## config.mk

```make
export PLATFORM = sky130hd
export DESIGN_NAME = ecmp_front
export DESIGN_NICKNAME = d
export VERILOG_FILES = /design/src/hw/rtl/ecmp_next_hop_select_unit_macros.svh /design/src/hw/rtl/ecmp_pkg.sv /design/src/hw/rtl/ecmp_front.sv
export SDC_FILE = /design/constraint.sdc
export NUM_CORES = 1
export LEC_CHECK = 0
export ABC_CLOCK_PERIOD_IN_PS = 4700
export BUFFER_PORTS_ARGS = -buffer_cell sky130_fd_sc_hd__buf_4
export CAP_MARGIN = 20
export CORE_AREA = 3 3 123 125
export CTS_CLUSTER_DIAMETER = 80
export DETAILED_ROUTE_END_ITERATION = 7
export DIE_AREA = 0 0 126 128
export PLACE_DENSITY = 0.47
export SLEW_MARGIN = 15
export SYNTH_ARGS = -nofsm -noshare
export SYNTH_HDL_FRONTEND = slang
export SYNTH_SLANG_ARGS = --single-unit
```

## constraint.sdc

```tcl
create_clock -name clk -period 4.7 [get_ports clk]
set_input_delay 0.705 -clock clk [delete_from_list [all_inputs] [get_ports clk]]
set_output_delay 0.705 -clock clk [all_outputs]
set_load 0.02 [all_outputs]
```

## src/hw/rtl/ecmp_next_hop_select_unit_macros.svh

```systemverilog
// ----------------------------------------------------------------------------
// ECMP next-hop select assertion macros
// Concurrent assertion wrappers; empty when SYNTH is defined.
// ----------------------------------------------------------------------------
`ifndef ECMP_NEXT_HOP_SELECT_UNIT_MACROS_SVH
`define ECMP_NEXT_HOP_SELECT_UNIT_MACROS_SVH

`ifndef SYNTH
// ante implies cons in the same cycle (cons may open with a ## delay)
`define ECMP_ASSERT(lbl, ck, rs, ante, cons) \
  lbl: assert property (@(posedge ck) disable iff (rs) (ante) |-> cons) \
    else $error("ecmp assertion failed");
// ante implies cons in the next cycle
`define ECMP_ASSERT_NEXT(lbl, ck, rs, ante, cons) \
  lbl: assert property (@(posedge ck) disable iff (rs) (ante) |=> (cons)) \
    else $error("ecmp assertion failed");
`else
`define ECMP_ASSERT(lbl, ck, rs, ante, cons)
`define ECMP_ASSERT_NEXT(lbl, ck, rs, ante, cons)
`endif

`endif

```

## src/hw/rtl/ecmp_pkg.sv

```systemverilog
// ----------------------------------------------------------------------------
// ECMP package
// Shared types and constants of the ECMP next-hop select unit.
// ----------------------------------------------------------------------------
package ecmp_pkg;

  // MurmurHash3 x86_32 constants
  localparam logic [31:0] MUR_C1     = 32'hcc9e2d51;
  localparam logic [31:0] MUR_C2     = 32'h1b873593;
  localparam logic [31:0] MUR_N      = 32'he6546b64;
  localparam logic [31:0] FMIX_C1    = 32'h85ebca6b;
  localparam logic [31:0] FMIX_C2    = 32'hc2b2ae35;
  localparam logic [31:0] KEY_BYTES  = 32'd12;

  localparam int HASH_LAT    = 8;
  localparam int MOD_STAGES  = 4;
  localparam int MOD_BITS    = 32 / MOD_STAGES;
  localparam int QUEUE_DEPTH = 2;
  localparam int QPTR_W      = $clog2(QUEUE_DEPTH);
  localparam int QCNT_W      = $clog2(QUEUE_DEPTH + 1);

  typedef enum logic [1:0] {
    CMD_LOOKUP   = 2'd0,
    CMD_SLOT_WR  = 2'd1,
    CMD_COUNT_WR = 2'd2,
    CMD_NONE     = 2'd3
  } cmd_t;

  typedef enum logic [2:0] {
    ST_OK         = 3'd0,
    ST_NOT_LOADED = 3'd1,
    ST_RANGE      = 3'd2,
    ST_SAME_NODE  = 3'd3,
    ST_NO_ROUTE   = 3'd4
  } status_t;

  typedef struct packed {
    cmd_t        kind;
    status_t     status;
    logic [3:0]  src;
    logic [3:0]  dst;
    logic [2:0]  slot;
    logic [7:0]  iface;
  } side_t;

  typedef struct packed {
    side_t       side;
    logic [3:0]  count;
    logic [31:0] w0;
    logic [31:0] w1;
    logic [31:0] w2;
    logic [31:0] seed;
  } fe_item_t;

endpackage

```

## src/hw/rtl/ecmp_front.sv

```systemverilog
// ----------------------------------------------------------------------------
// ECMP front end
// Holds the node count register, accepts items and classifies them.
// ----------------------------------------------------------------------------
module ecmp_front #(
  parameter int NODES = 16,
  parameter int WAYS  = 8
) (
  input  logic               clk,
  input  logic               rst,
  input  logic               start,
  input  logic               busy,
  input  logic               cfg_we,
  input  logic [4:0]         cfg_wdata,
  input  logic [1:0]         cmd,
  input  logic [3:0]         from_node,
  input  logic [3:0]         to_node,
  input  logic [31:0]        src_ip,
  input  logic [31:0]        dst_ip,
  input  logic [15:0]        flow_sport,
  input  logic [15:0]        flow_dport,
  input  logic [31:0]        seed,
  input  logic [2:0]         slot,
  input  logic [7:0]         hop_interface,
  input  logic [3:0]         hop_count,
  output logic               push,
  output ecmp_pkg::fe_item_t item
);
  import ecmp_pkg::*;

  logic [4:0] topo_size;
  logic       src_ok;
  logic       dst_ok;
  logic       slot_ok;
  cmd_t       kind;
  status_t    st;

  always_ff @(posedge clk) begin
    if (rst) begin
      topo_size <= '0;
    end else if (cfg_we) begin
      topo_size <= cfg_wdata;
    end
  end

  assign src_ok  = 9'(from_node) < 9'(NODES);
  assign dst_ok  = 9'(to_node) < 9'(NODES);
  assign slot_ok = 9'(slot) < 9'(WAYS);

  always_comb begin
    kind = cmd_t'(cmd);
    st   = ST_OK;
    case (cmd_t'(cmd))
      CMD_LOOKUP: begin
        if (topo_size == '0) begin
          st = ST_NOT_LOADED;
        end else if (!src_ok || !dst_ok || 5'(from_node) >= topo_size ||
                     5'(to_node) >= topo_size) begin
          st = ST_RANGE;
        end else if (from_node == to_node) begin
          st = ST_SAME_NODE;
        end
      end
      // drop writes that fall outside the table
      CMD_SLOT_WR: begin
        if (!(src_ok && dst_ok && slot_ok)) kind = CMD_NONE;
      end
      CMD_COUNT_WR: begin
        if (!(src_ok && dst_ok)) kind = CMD_NONE;
      end
      default: begin
        kind = CMD_NONE;
      end
    endcase
  end

  assign push = start && !busy;

  always_comb begin
    item.side.kind   = kind;
    item.side.status = st;
    item.side.src    = from_node;
    item.side.dst    = to_node;
    item.side.slot   = slot;
    item.side.iface  = hop_interface;
    item.count       = hop_count;
    item.w0          = src_ip;
    item.w1          = dst_ip;
    item.w2          = {flow_dport, flow_sport};
    item.seed        = seed;
  end

endmodule

```

==> flow_summary.toml <==
[setup_path]
crit_slowest_cell = "a2111oi_2"
cp_common_cell = "buf_4"
path_cells = "buf_4 -> ha_1 -> nand4b_1 -> a21oi_1 -> nor2_1 -> a2111oi_2 -> buf_4"
critPathArrivalTime_ns = 2.08
worst-setup-path-type = "in -> out"
cp-start-kind = "primary input"
critPathRequiredTime_ns = 3.99
cp_slowest_stage_delay_ns = 0.36
r2r_slack_ns = 4.00
critical_path.max_fanout = 3
cp-end-kind = "primary output"

[clock_network]
hold_buffers = 0
post-cts-setup-buffer-count = 0
cts_root_buffer = "clkbuf_16"
cts_resized = 0
clk_pin_slew_ns = 0.03
clock-sinks = 5
worst_skew_pair.late_latency_ns = 0.23
clk_path_buf_depth = 2
numCtsBuffers = 3
cts-htree-levels = 1
cts_tree = "built"

[logic_synthesis]
synth_seq_cells = 5
synth-edff-count = 0
synthTopCellsByCount = "buf_4, ha_1, inv_1, nor2_1"
syn_nets = 380
yosysTopAreaCell = "buf_4"
synthesis.instances = 209
yosysTopAreaCellShare_pct = 70.4
seq_area_frac_synth_pct = 6.17
synth_most_common_cell = "buf_4"
synth_warnings = 0
avgSynthCellArea_um2 = 7.76
synth_area_leaders = "buf_4, dfxtp_1, ha_1, mux2i_1, xor2_1"
async_flop_share_pct = 0
synthFlopType = "dfxtp_1"
yosysUniqueCellTypes = 23
netlist_area_um2 = 1620

[power]
power.leakage_nw = 0.409
peakVddDrop_mv = 0.191
combPwrFrac_pct = 25.9
power_frac_seq_pct = 19.1
p_sw_w = 0.0000661
p_int_w = 0.000189
power_density_nw_per_um2 = 252
sw_frac_of_total_pct = 25.9
p_clk_share_pct = 55.0

[route]
first_pass_iters = 3
post_drt_wl_per_cell_um = 12.4
drt_iter0_markers = 19
drc = 0
detail-route-antenna-nets = 0
wirelength_um = 3350
vias = 662
vias_per_cell = 2.45

[timing]
timing.final.crit_share_pct = 59.2
drv_slew = 0
fmaxAchievable_mhz = 360
min_period_ns = 2.78
fin_worst_skew_ns = 0
rsz0062_at_grt = "no"
setup_viol = 0
hold_violations = 0
fin_setup_tns_ns = 0

[finish]
nNetsFinal = 262
top_register = "topo_size"
largest_reg_flops = 5
syn2layout_area_growth_pct = -37.5
top_regs = "topo_size: 5 flops"
diodes = 0
finalNonFillerCells = 270
drive_gt1_share_pct = 41.1

[global_routing]
grt_pass1_wl_um = 4530
antenna_found_initial = 0
grt.overflow.total = 0
grt_pass1_vias = 776
grtUsageTotal_pct = 3.82
grt_max_degree = 7

[place]
numPortBuffers = 32
placedCellCount = 266
gp_congestion = 0.597

[floorplanning]
rows = 43
start_util_pct = 11.6
design.die.area_um2 = 16100
die_w_um = 126
core_um2 = 14000
die_y_um = 128
io_pins = 320

[run]
maxCapViolCount = 0

[worst_hold_path]
hold_class = "reg -> reg"

[status]
outcome = "finished, final reports clean"
-- layer usage --
| layer | part of all wire (%) | GRT usage, % |
|---|---|---|
| met1 | 25 | 2.76 |
| met2 | 44 | 5.79 |
| met3 | 15 | 1.75 |
| met4 | 15 | 6.44 |
| met5 | 0 | 0 |
-- per-stage QoR --
stage / utilization, % / setup slack (ns) / hold slack, ns / instance area, um^2 / total power, W
global placement: 6.68 / 1.94 / 0.555 / 935 / 0.000117
finish: 7.25 / 1.92 / 0.552 / 1010 / 0.000255
detailed placement: 6.68 / 1.91 / 0.569 / 935 / 0.000118
global route: 7.25 / 1.77 / 0.582 / 1010 / 0.000270
CTS: 7.25 / 1.91 / 0.574 / 1010 / 0.000261
floorplan: - / 2.06 / 0.474 / 1620 / 0.000266
-- logic make-up (layout without fill, tap and decap cells) --
kind of cell / Yosys count / in the layout / synth area share (%)
other: 1 / 1 / 0.231
DFF: 5 / 5 / 6.17
xor gates and xnor gates: 4 / 4 / 2.16
and+or+nand+nor: 16 / 16 / 5.94
AOI/OAI and AO/OA: 8 / 8 / 3.55
adders and majority gates: 8 / 8 / 6.17
muxes: 5 / 5 / 3.09
buffers and inverters: 162 / 43 / 72.7
-- critical path, delay by kind of cell --
kind	cells	cell delay (ns)
buffers and inverters	2	0.32
AND/OR/NAND/NOR	2	0.19
adder cells (fa/ha/maj)	1	0.31
AO/OA/AOI/OAI	2	0.55
-- power groups by stage --
stage	combinational, W	clock (W)	sequential (W)
after global routing	0.0000750	0.000145	0.0000496
after global placement	0.0000676	0	0.0000496
after CTS	0.0000688	0.000144	0.0000492
final	0.0000660	0.000140	0.0000488
after detailed placement	0.0000686	0	0.0000498
after floorplan	0.000219	0	0.0000475
-- area by class of cell --
class	count	area [um^2]
clock buffers	4	78.8
fillers	1669	13000
inverters	7	26.3
multi-input cells	42	343
flip-flops and latches	5	100
well taps	180	225
repair buffers	32	240
-- final timing paths --
path	end	startpoint	cells past startpoint
setup / recovery	item[152]	to_node[3]	7
hold / removal	topo_size[3]	topo_size[3]	2
hold reg to reg	topo_size[3]	topo_size[3]	2
setup reg to reg	topo_size[4]	topo_size[4]	2
-- cells in the final DEF, fill, tap and decap left out, drive strengths merged, types with 2 or more instances in the layout --
cell type and count:
nor4 2, clkbuf 4, a21oi 3, inv 7, buf 32, ha 8, xor2 4, mux2i 5
nor2b 2, nor2 7, dfxtp 5
Power figures use the tool's default switching activity.
