`config.mk`:
```
export PLATFORM = sky130hd
export DESIGN_NAME = ecmp_queue
export DESIGN_NICKNAME = d
export VERILOG_FILES = /design/src/hw/rtl/ecmp_next_hop_select_unit_macros.svh /design/src/hw/rtl/ecmp_pkg.sv /design/src/hw/rtl/ecmp_queue.sv
export SDC_FILE = /design/constraint.sdc
export NUM_CORES = 1
export LEC_CHECK = 0
export BUFFER_PORTS_ARGS = -buffer_cell sky130_fd_sc_hd__buf_4
export CAP_MARGIN = 20
export CORE_UTILIZATION = 54
export CTS_BUF_LIST = sky130_fd_sc_hd__clkbuf_4 sky130_fd_sc_hd__clkbuf_8
export DETAILED_ROUTE_END_ITERATION = 7
export PLACE_DENSITY_LB_ADDON = 0.2
export RECOVER_POWER = 50
export REMOVE_ABC_BUFFERS = 1
export SETUP_SLACK_MARGIN = 0.5
export SLEW_MARGIN = 20
export SYNTH_ARGS = -nofsm -noshare
export SYNTH_HDL_FRONTEND = slang
export SYNTH_SLANG_ARGS = --single-unit
```
`constraint.sdc`:
```
create_clock -name clk -period 12.1 [get_ports clk]
set_clock_uncertainty 0.2 [all_clocks]
set_input_delay 3.025 -clock clk [delete_from_list [all_inputs] [get_ports clk]]
set_output_delay 3.025 -clock clk [all_outputs]
set_load 0.02 [all_outputs]
```
`src/hw/rtl/ecmp_next_hop_select_unit_macros.svh`:
```
// ----------------------------------------------------------------------------
// ECMP next-hop select assertion macros
// Concurrent assertion wrappers; empty when SYNTH is defined.
// ----------------------------------------------------------------------------
`ifndef ECMP_NEXT_HOP_SELECT_UNIT_MACROS_SVH
`define ECMP_NEXT_HOP_SELECT_UNIT_MACROS_SVH

`ifndef SYNTH
// ante implies cons in the same cycle (cons may open with a ## delay)
`define ECMP_ASSERT(lbl, ck, rs, ante, cons) \
  lbl: assert property (@(posedge ck) disable iff (rs) (ante) |-> cons) \
    else $error("ecmp assertion failed");
// ante implies cons in the next cycle
`define ECMP_ASSERT_NEXT(lbl, ck, rs, ante, cons) \
  lbl: assert property (@(posedge ck) disable iff (rs) (ante) |=> (cons)) \
    else $error("ecmp assertion failed");
`else
`define ECMP_ASSERT(lbl, ck, rs, ante, cons)
`define ECMP_ASSERT_NEXT(lbl, ck, rs, ante, cons)
`endif

`endif

```
`src/hw/rtl/ecmp_pkg.sv`:
```
// ----------------------------------------------------------------------------
// ECMP package
// Shared types and constants of the ECMP next-hop select unit.
// ----------------------------------------------------------------------------
package ecmp_pkg;

  // MurmurHash3 x86_32 constants
  localparam logic [31:0] MUR_C1     = 32'hcc9e2d51;
  localparam logic [31:0] MUR_C2     = 32'h1b873593;
  localparam logic [31:0] MUR_N      = 32'he6546b64;
  localparam logic [31:0] FMIX_C1    = 32'h85ebca6b;
  localparam logic [31:0] FMIX_C2    = 32'hc2b2ae35;
  localparam logic [31:0] KEY_BYTES  = 32'd12;

  localparam int HASH_LAT    = 8;
  localparam int MOD_STAGES  = 4;
  localparam int MOD_BITS    = 32 / MOD_STAGES;
  localparam int QUEUE_DEPTH = 2;
  localparam int QPTR_W      = $clog2(QUEUE_DEPTH);
  localparam int QCNT_W      = $clog2(QUEUE_DEPTH + 1);

  typedef enum logic [1:0] {
    CMD_LOOKUP   = 2'd0,
    CMD_SLOT_WR  = 2'd1,
    CMD_COUNT_WR = 2'd2,
    CMD_NONE     = 2'd3
  } cmd_t;

  typedef enum logic [2:0] {
    ST_OK         = 3'd0,
    ST_NOT_LOADED = 3'd1,
    ST_RANGE      = 3'd2,
    ST_SAME_NODE  = 3'd3,
    ST_NO_ROUTE   = 3'd4
  } status_t;

  typedef struct packed {
    cmd_t        kind;
    status_t     status;
    logic [3:0]  src;
    logic [3:0]  dst;
    logic [2:0]  slot;
    logic [7:0]  iface;
  } side_t;

  typedef struct packed {
    side_t       side;
    logic [3:0]  count;
    logic [31:0] w0;
    logic [31:0] w1;
    logic [31:0] w2;
    logic [31:0] seed;
  } fe_item_t;

endpackage

```
`src/hw/rtl/ecmp_queue.sv`:
```
// ----------------------------------------------------------------------------
// ECMP item queue
// Short FIFO between the front end and the back end.
// ----------------------------------------------------------------------------
module ecmp_queue (
  input  logic               clk,
  input  logic               rst,
  input  logic               push,
  input  ecmp_pkg::fe_item_t item,
  output logic               full,
  output logic               head_valid,
  output ecmp_pkg::fe_item_t head
);
  import ecmp_pkg::*;

  fe_item_t          mem [QUEUE_DEPTH];
  logic [QPTR_W-1:0] wr_ptr;
  logic [QPTR_W-1:0] rd_ptr;
  logic [QCNT_W-1:0] count;
  logic              pop;

  function automatic logic [QPTR_W-1:0] ptr_inc(input logic [QPTR_W-1:0] p);
    if (p == QPTR_W'(QUEUE_DEPTH - 1)) return '0;
    return p + QPTR_W'(1);
  endfunction

  assign head_valid = (count != '0);
  assign full       = (count == QCNT_W'(QUEUE_DEPTH));
  // the back end takes the head every cycle that the queue is not empty
  assign pop        = head_valid;
  assign head       = mem[rd_ptr];

  always_ff @(posedge clk) begin
    if (push) mem[wr_ptr] <= item;
  end

  always_ff @(posedge clk) begin
    if (rst) begin
      wr_ptr <= '0;
      rd_ptr <= '0;
      count  <= '0;
    end else begin
      if (push) wr_ptr <= ptr_inc(wr_ptr);
      if (pop) rd_ptr <= ptr_inc(rd_ptr);
      if (push && !pop) begin
        count <= count + QCNT_W'(1);
      end else if (pop && !push) begin
        count <= count - QCNT_W'(1);
      end
    end
  end

endmodule

```
==> summary.md <==
The number of maximum-capacitance violations came out at 1. The number of sinks driven by the clock tree was 317. The switching share of power was 0.287.

Derived from the worst setup path, the maximum achievable clock frequency is 0.122 GHz. The logs give 0 for the total of hold buffers inserted after clock tree synthesis and 507 for the cell count after synthesis. The tools report the critical path launch point type as a primary input. The slew at the pin closest to its max-slew limit works out to 5.08 ns. The tools report the clock root buffer as sky130_fd_sc_hd__clkbuf_8. TritonCTS built the clock tree.

After routing the design area is 14,900 sq um. The number of pins exceeding their max-slew limit in the final report was 78; the largest vdd supply drop was 0.150 mV. The cell area after synthesis was 11,500 sq um; the placed wire-length estimate after detailed placement was 14.4 mm. The worst hold path belongs to the class reg -> reg.

Dividing the detail-routed via count by the number of cells gives 5.04. For the total number of placement rows, the log shows 53. Total number of vias: 5,902.

The worst relative slew slack is -2.39, and the total congestion overflow is 0. The die is 148 um wide. Via count of the first global-routing pass: 6,144. After the first detailed-routing iteration, the DRC count stood at 293. 317 I/O pins were placed.

At the end of the flow, the number of nets in the layout was 1,021. The region available for standard cell placement spans 21,000 sq um. The synthesized design spends more area on one cell type than any other, namely sky130_fd_sc_hd__edfxtp_1.

The logs give 0.867 mW for the power dissipated by switching net loads and 0.783 for the final weighted congestion of routability-driven global placement. Combinational cell fraction of total power: 0.287. The post-synthesis to final-layout area growth is 29.4%. By startpoint and endpoint, the worst setup path is classified as in -> reg. The post-CTS repair timing setup buffer count came out at 0.

The first global-routing pass estimated 32.4 mm of wire. The share of layout cells above drive strength 1 was 0.578; the clock latency on the worst-skew pair was 0.54 ns. Counting along the longest clock path gives a buffer depth of 3. The number of fill cells in the layout is 1,363. Cell internal power was estimated by the tool at 2.15 mW. STA puts the critical path data required time at 12.05 ns. Leaving out fill and tap cells, the most frequent cell in the layout is sky130_fd_sc_hd__edfxtp_1. Sorting the synthesized cells by area gives the leading types as sky130_fd_sc_hd__edfxtp_1, sky130_fd_sc_hd__mux2_2, sky130_fd_sc_hd__buf_6, sky130_fd_sc_hd__dfxtp_1, sky130_fd_sc_hd__xor2_1. After routing, the total negative slack on setup checks comes to 0 ns. The logs give 0.270 for the clock share of power and 0.443 for the part of the power in registers. The run gives 0.550 as the initial cell density of the core. The share of the yosys chip area belonging to registers is 0.822, and the wire length per cell after detailed routing is 18.9 um. Fraction of synthesized cell area taken by the top area cell type: 0.813. The overall routing resource usage was 0.198. The run gives 0 as the final number of hold-violating endpoints. The worst stage delay on the critical path works out to 3.63 ns. The tools report the number of cells upsized or downsized after cts as 0. The leakage dissipation was 5.49 nW. Hold is met by 0.308 ns. The die covers 21,900 sq um. Walking the worst path, the cells encountered are clkbuf_1, and2_0, buf_4. The final cycle utilization of the critical path was 0.678.

The slowest stage of the critical path is the sky130_fd_sc_hd__and2_0 cell. The final reports fail on capacitance limit, slew limit. The run gives 0 as the number of inserted diodes.

Setup repair after global routing left no endpoint under its margin. TritonCTS created 48 clock buffers. The logs give 14,100 sq um for the placed instance area and 0 for the post-detailed-route count of antenna-violating nets. The count of warnings emitted by yosys is 0, and the number of buffers added on ports is 316. The smallest clock period supported by the final layout is computed as 8.21 ns. The highest net fanout along the worst path was 80. In the layout the commonest cells are sky130_fd_sc_hd__edfxtp_1, sky130_fd_sc_hd__buf_4, sky130_fd_sc_hd__mux2_2.

The flow ran to the end, but the final reports show violations. In this run, synthesis produced a sequential element count of 317. Yosys mapped the design onto 16 distinct sky130hd cell types. The H-tree was split into 2 levels. After detailed routing, the number of remaining DRC violations is 0. STA classifies the critical path endpoint as a flop. The die outline height works out to 148 um. Power spread over the standard cell area amounts to 203 nW/um^2. The initial antenna violation count is 0. Average instance area after synthesis: 22.7 sq um. The clock input transition at the sequential cells of the worst setup and hold paths was 0.06 ns. The run gives 90 as the largest net degree at the start of global routing.

The routed design has 22.1 mm of wire. The tools report the number of iterations in the first detailed-routing pass as 4. Data on the critical path arrives at its endpoint at 8.16 ns. Setup violations remaining at the end of the flow were counted as 0.
==> registers in the layout, indices dropped and copies added, names as in the netlist, named ones only <==
signal	flops
rd_ptr	1
count	2
mem	312
wr_ptr	1
==> area by class of cell <==
cell class	instances	area, sq um	share of cell area
flip-flops and latches	317	9470	0.636
repair buffers	321	2300	0.154
multi-input cells	172	1870	0.125
clock buffers	63	817	0.0548
well taps	275	344	0.0231
clock inverters	22	101	0.00680
inverters	1	3.75	0.000252
==> logic make-up after synthesis <==
family / synth area share
AO/OA/AOI/OAI: 0.000868
XOR/XNOR: 0.00304
adder cells (fa/ha/maj): 0.00109
buffers and inverters: 0.0164
flip-flops: 0.822
multiplexers: 0.153
AND/OR/NAND/NOR: 0.00391
==> cells in the mapped netlist <==
cell                       instances
sky130_fd_sc_hd__xor2_1            3
sky130_fd_sc_hd__or3_1             1
sky130_fd_sc_hd__ha_1              1
sky130_fd_sc_hd__buf_6            16
sky130_fd_sc_hd__dfxtp_1           5
sky130_fd_sc_hd__nor2b_1           1
sky130_fd_sc_hd__and2_1            1
sky130_fd_sc_hd__nor2_1            5
sky130_fd_sc_hd__buf_2             1
sky130_fd_sc_hd__edfxtp_1        312
sky130_fd_sc_hd__xnor2_1           1
sky130_fd_sc_hd__inv_1             1
sky130_fd_sc_hd__a21oi_1           1
sky130_fd_sc_hd__and2b_1           1
sky130_fd_sc_hd__mux2_2          156
sky130_fd_sc_hd__o21ai_0           1
==> final timing paths <==
kind / start / to / slack, ns / depth (start not counted)
hold / removal: rd_ptr / flop / 0.31 / 2
setup / recovery: push / mem[1][92] / 3.89 / 3
hold reg to reg: rd_ptr / flop / 0.31 / 2
setup reg to reg: wr_ptr / mem[1][92] / 6.14 / 2
==> metal layers <==
| layer | vias to the layer above | GRT usage | share of wire |
|---|---|---|---|
| li1 | 2740 | - | - |
| met1 | 2875 | 0.236 | 0.38 |
| met2 | 254 | 0.336 | 0.52 |
| met3 | 33 | 0.0630 | 0.083 |
| met4 | 0 | 0.0716 | 0.019 |
| met5 | - | 0 | 0 |
==> through the flow <==
stage | utilization | std cells | worst slack (ns) | total power [mW]
global placement | 0.672 | 1085 | 6.26 | 2.21
global route | 0.711 | 1171 | 3.35 | 3.14
finish | 0.711 | 1171 | 3.89 | 3.02
floorplan | - | 490 | 1.44 | 1.91
CTS | 0.716 | 1170 | 5.62 | 3.05
detailed placement | 0.672 | 1085 | 6.24 | 2.23
==> critical path: cells and delay by family <==
family | cells | cell delay, ns
buffers and inverters | 2 | 1.44
and+or+nand+nor | 1 | 3.63
==> power by group through the flow <==
| stage | sequential (mW) | clock, mW | combinational, mW |
|---|---|---|---|
| CTS | 1.36 | 0.838 | 0.850 |
| finish | 1.34 | 0.815 | 0.867 |
| global route | 1.34 | 0.884 | 0.915 |
| detailed placement | 1.38 | 0 | 0.846 |
| floorplan | 1.40 | 0 | 0.510 |
| global placement | 1.38 | 0 | 0.835 |
(Power assumes the default switching activity.)
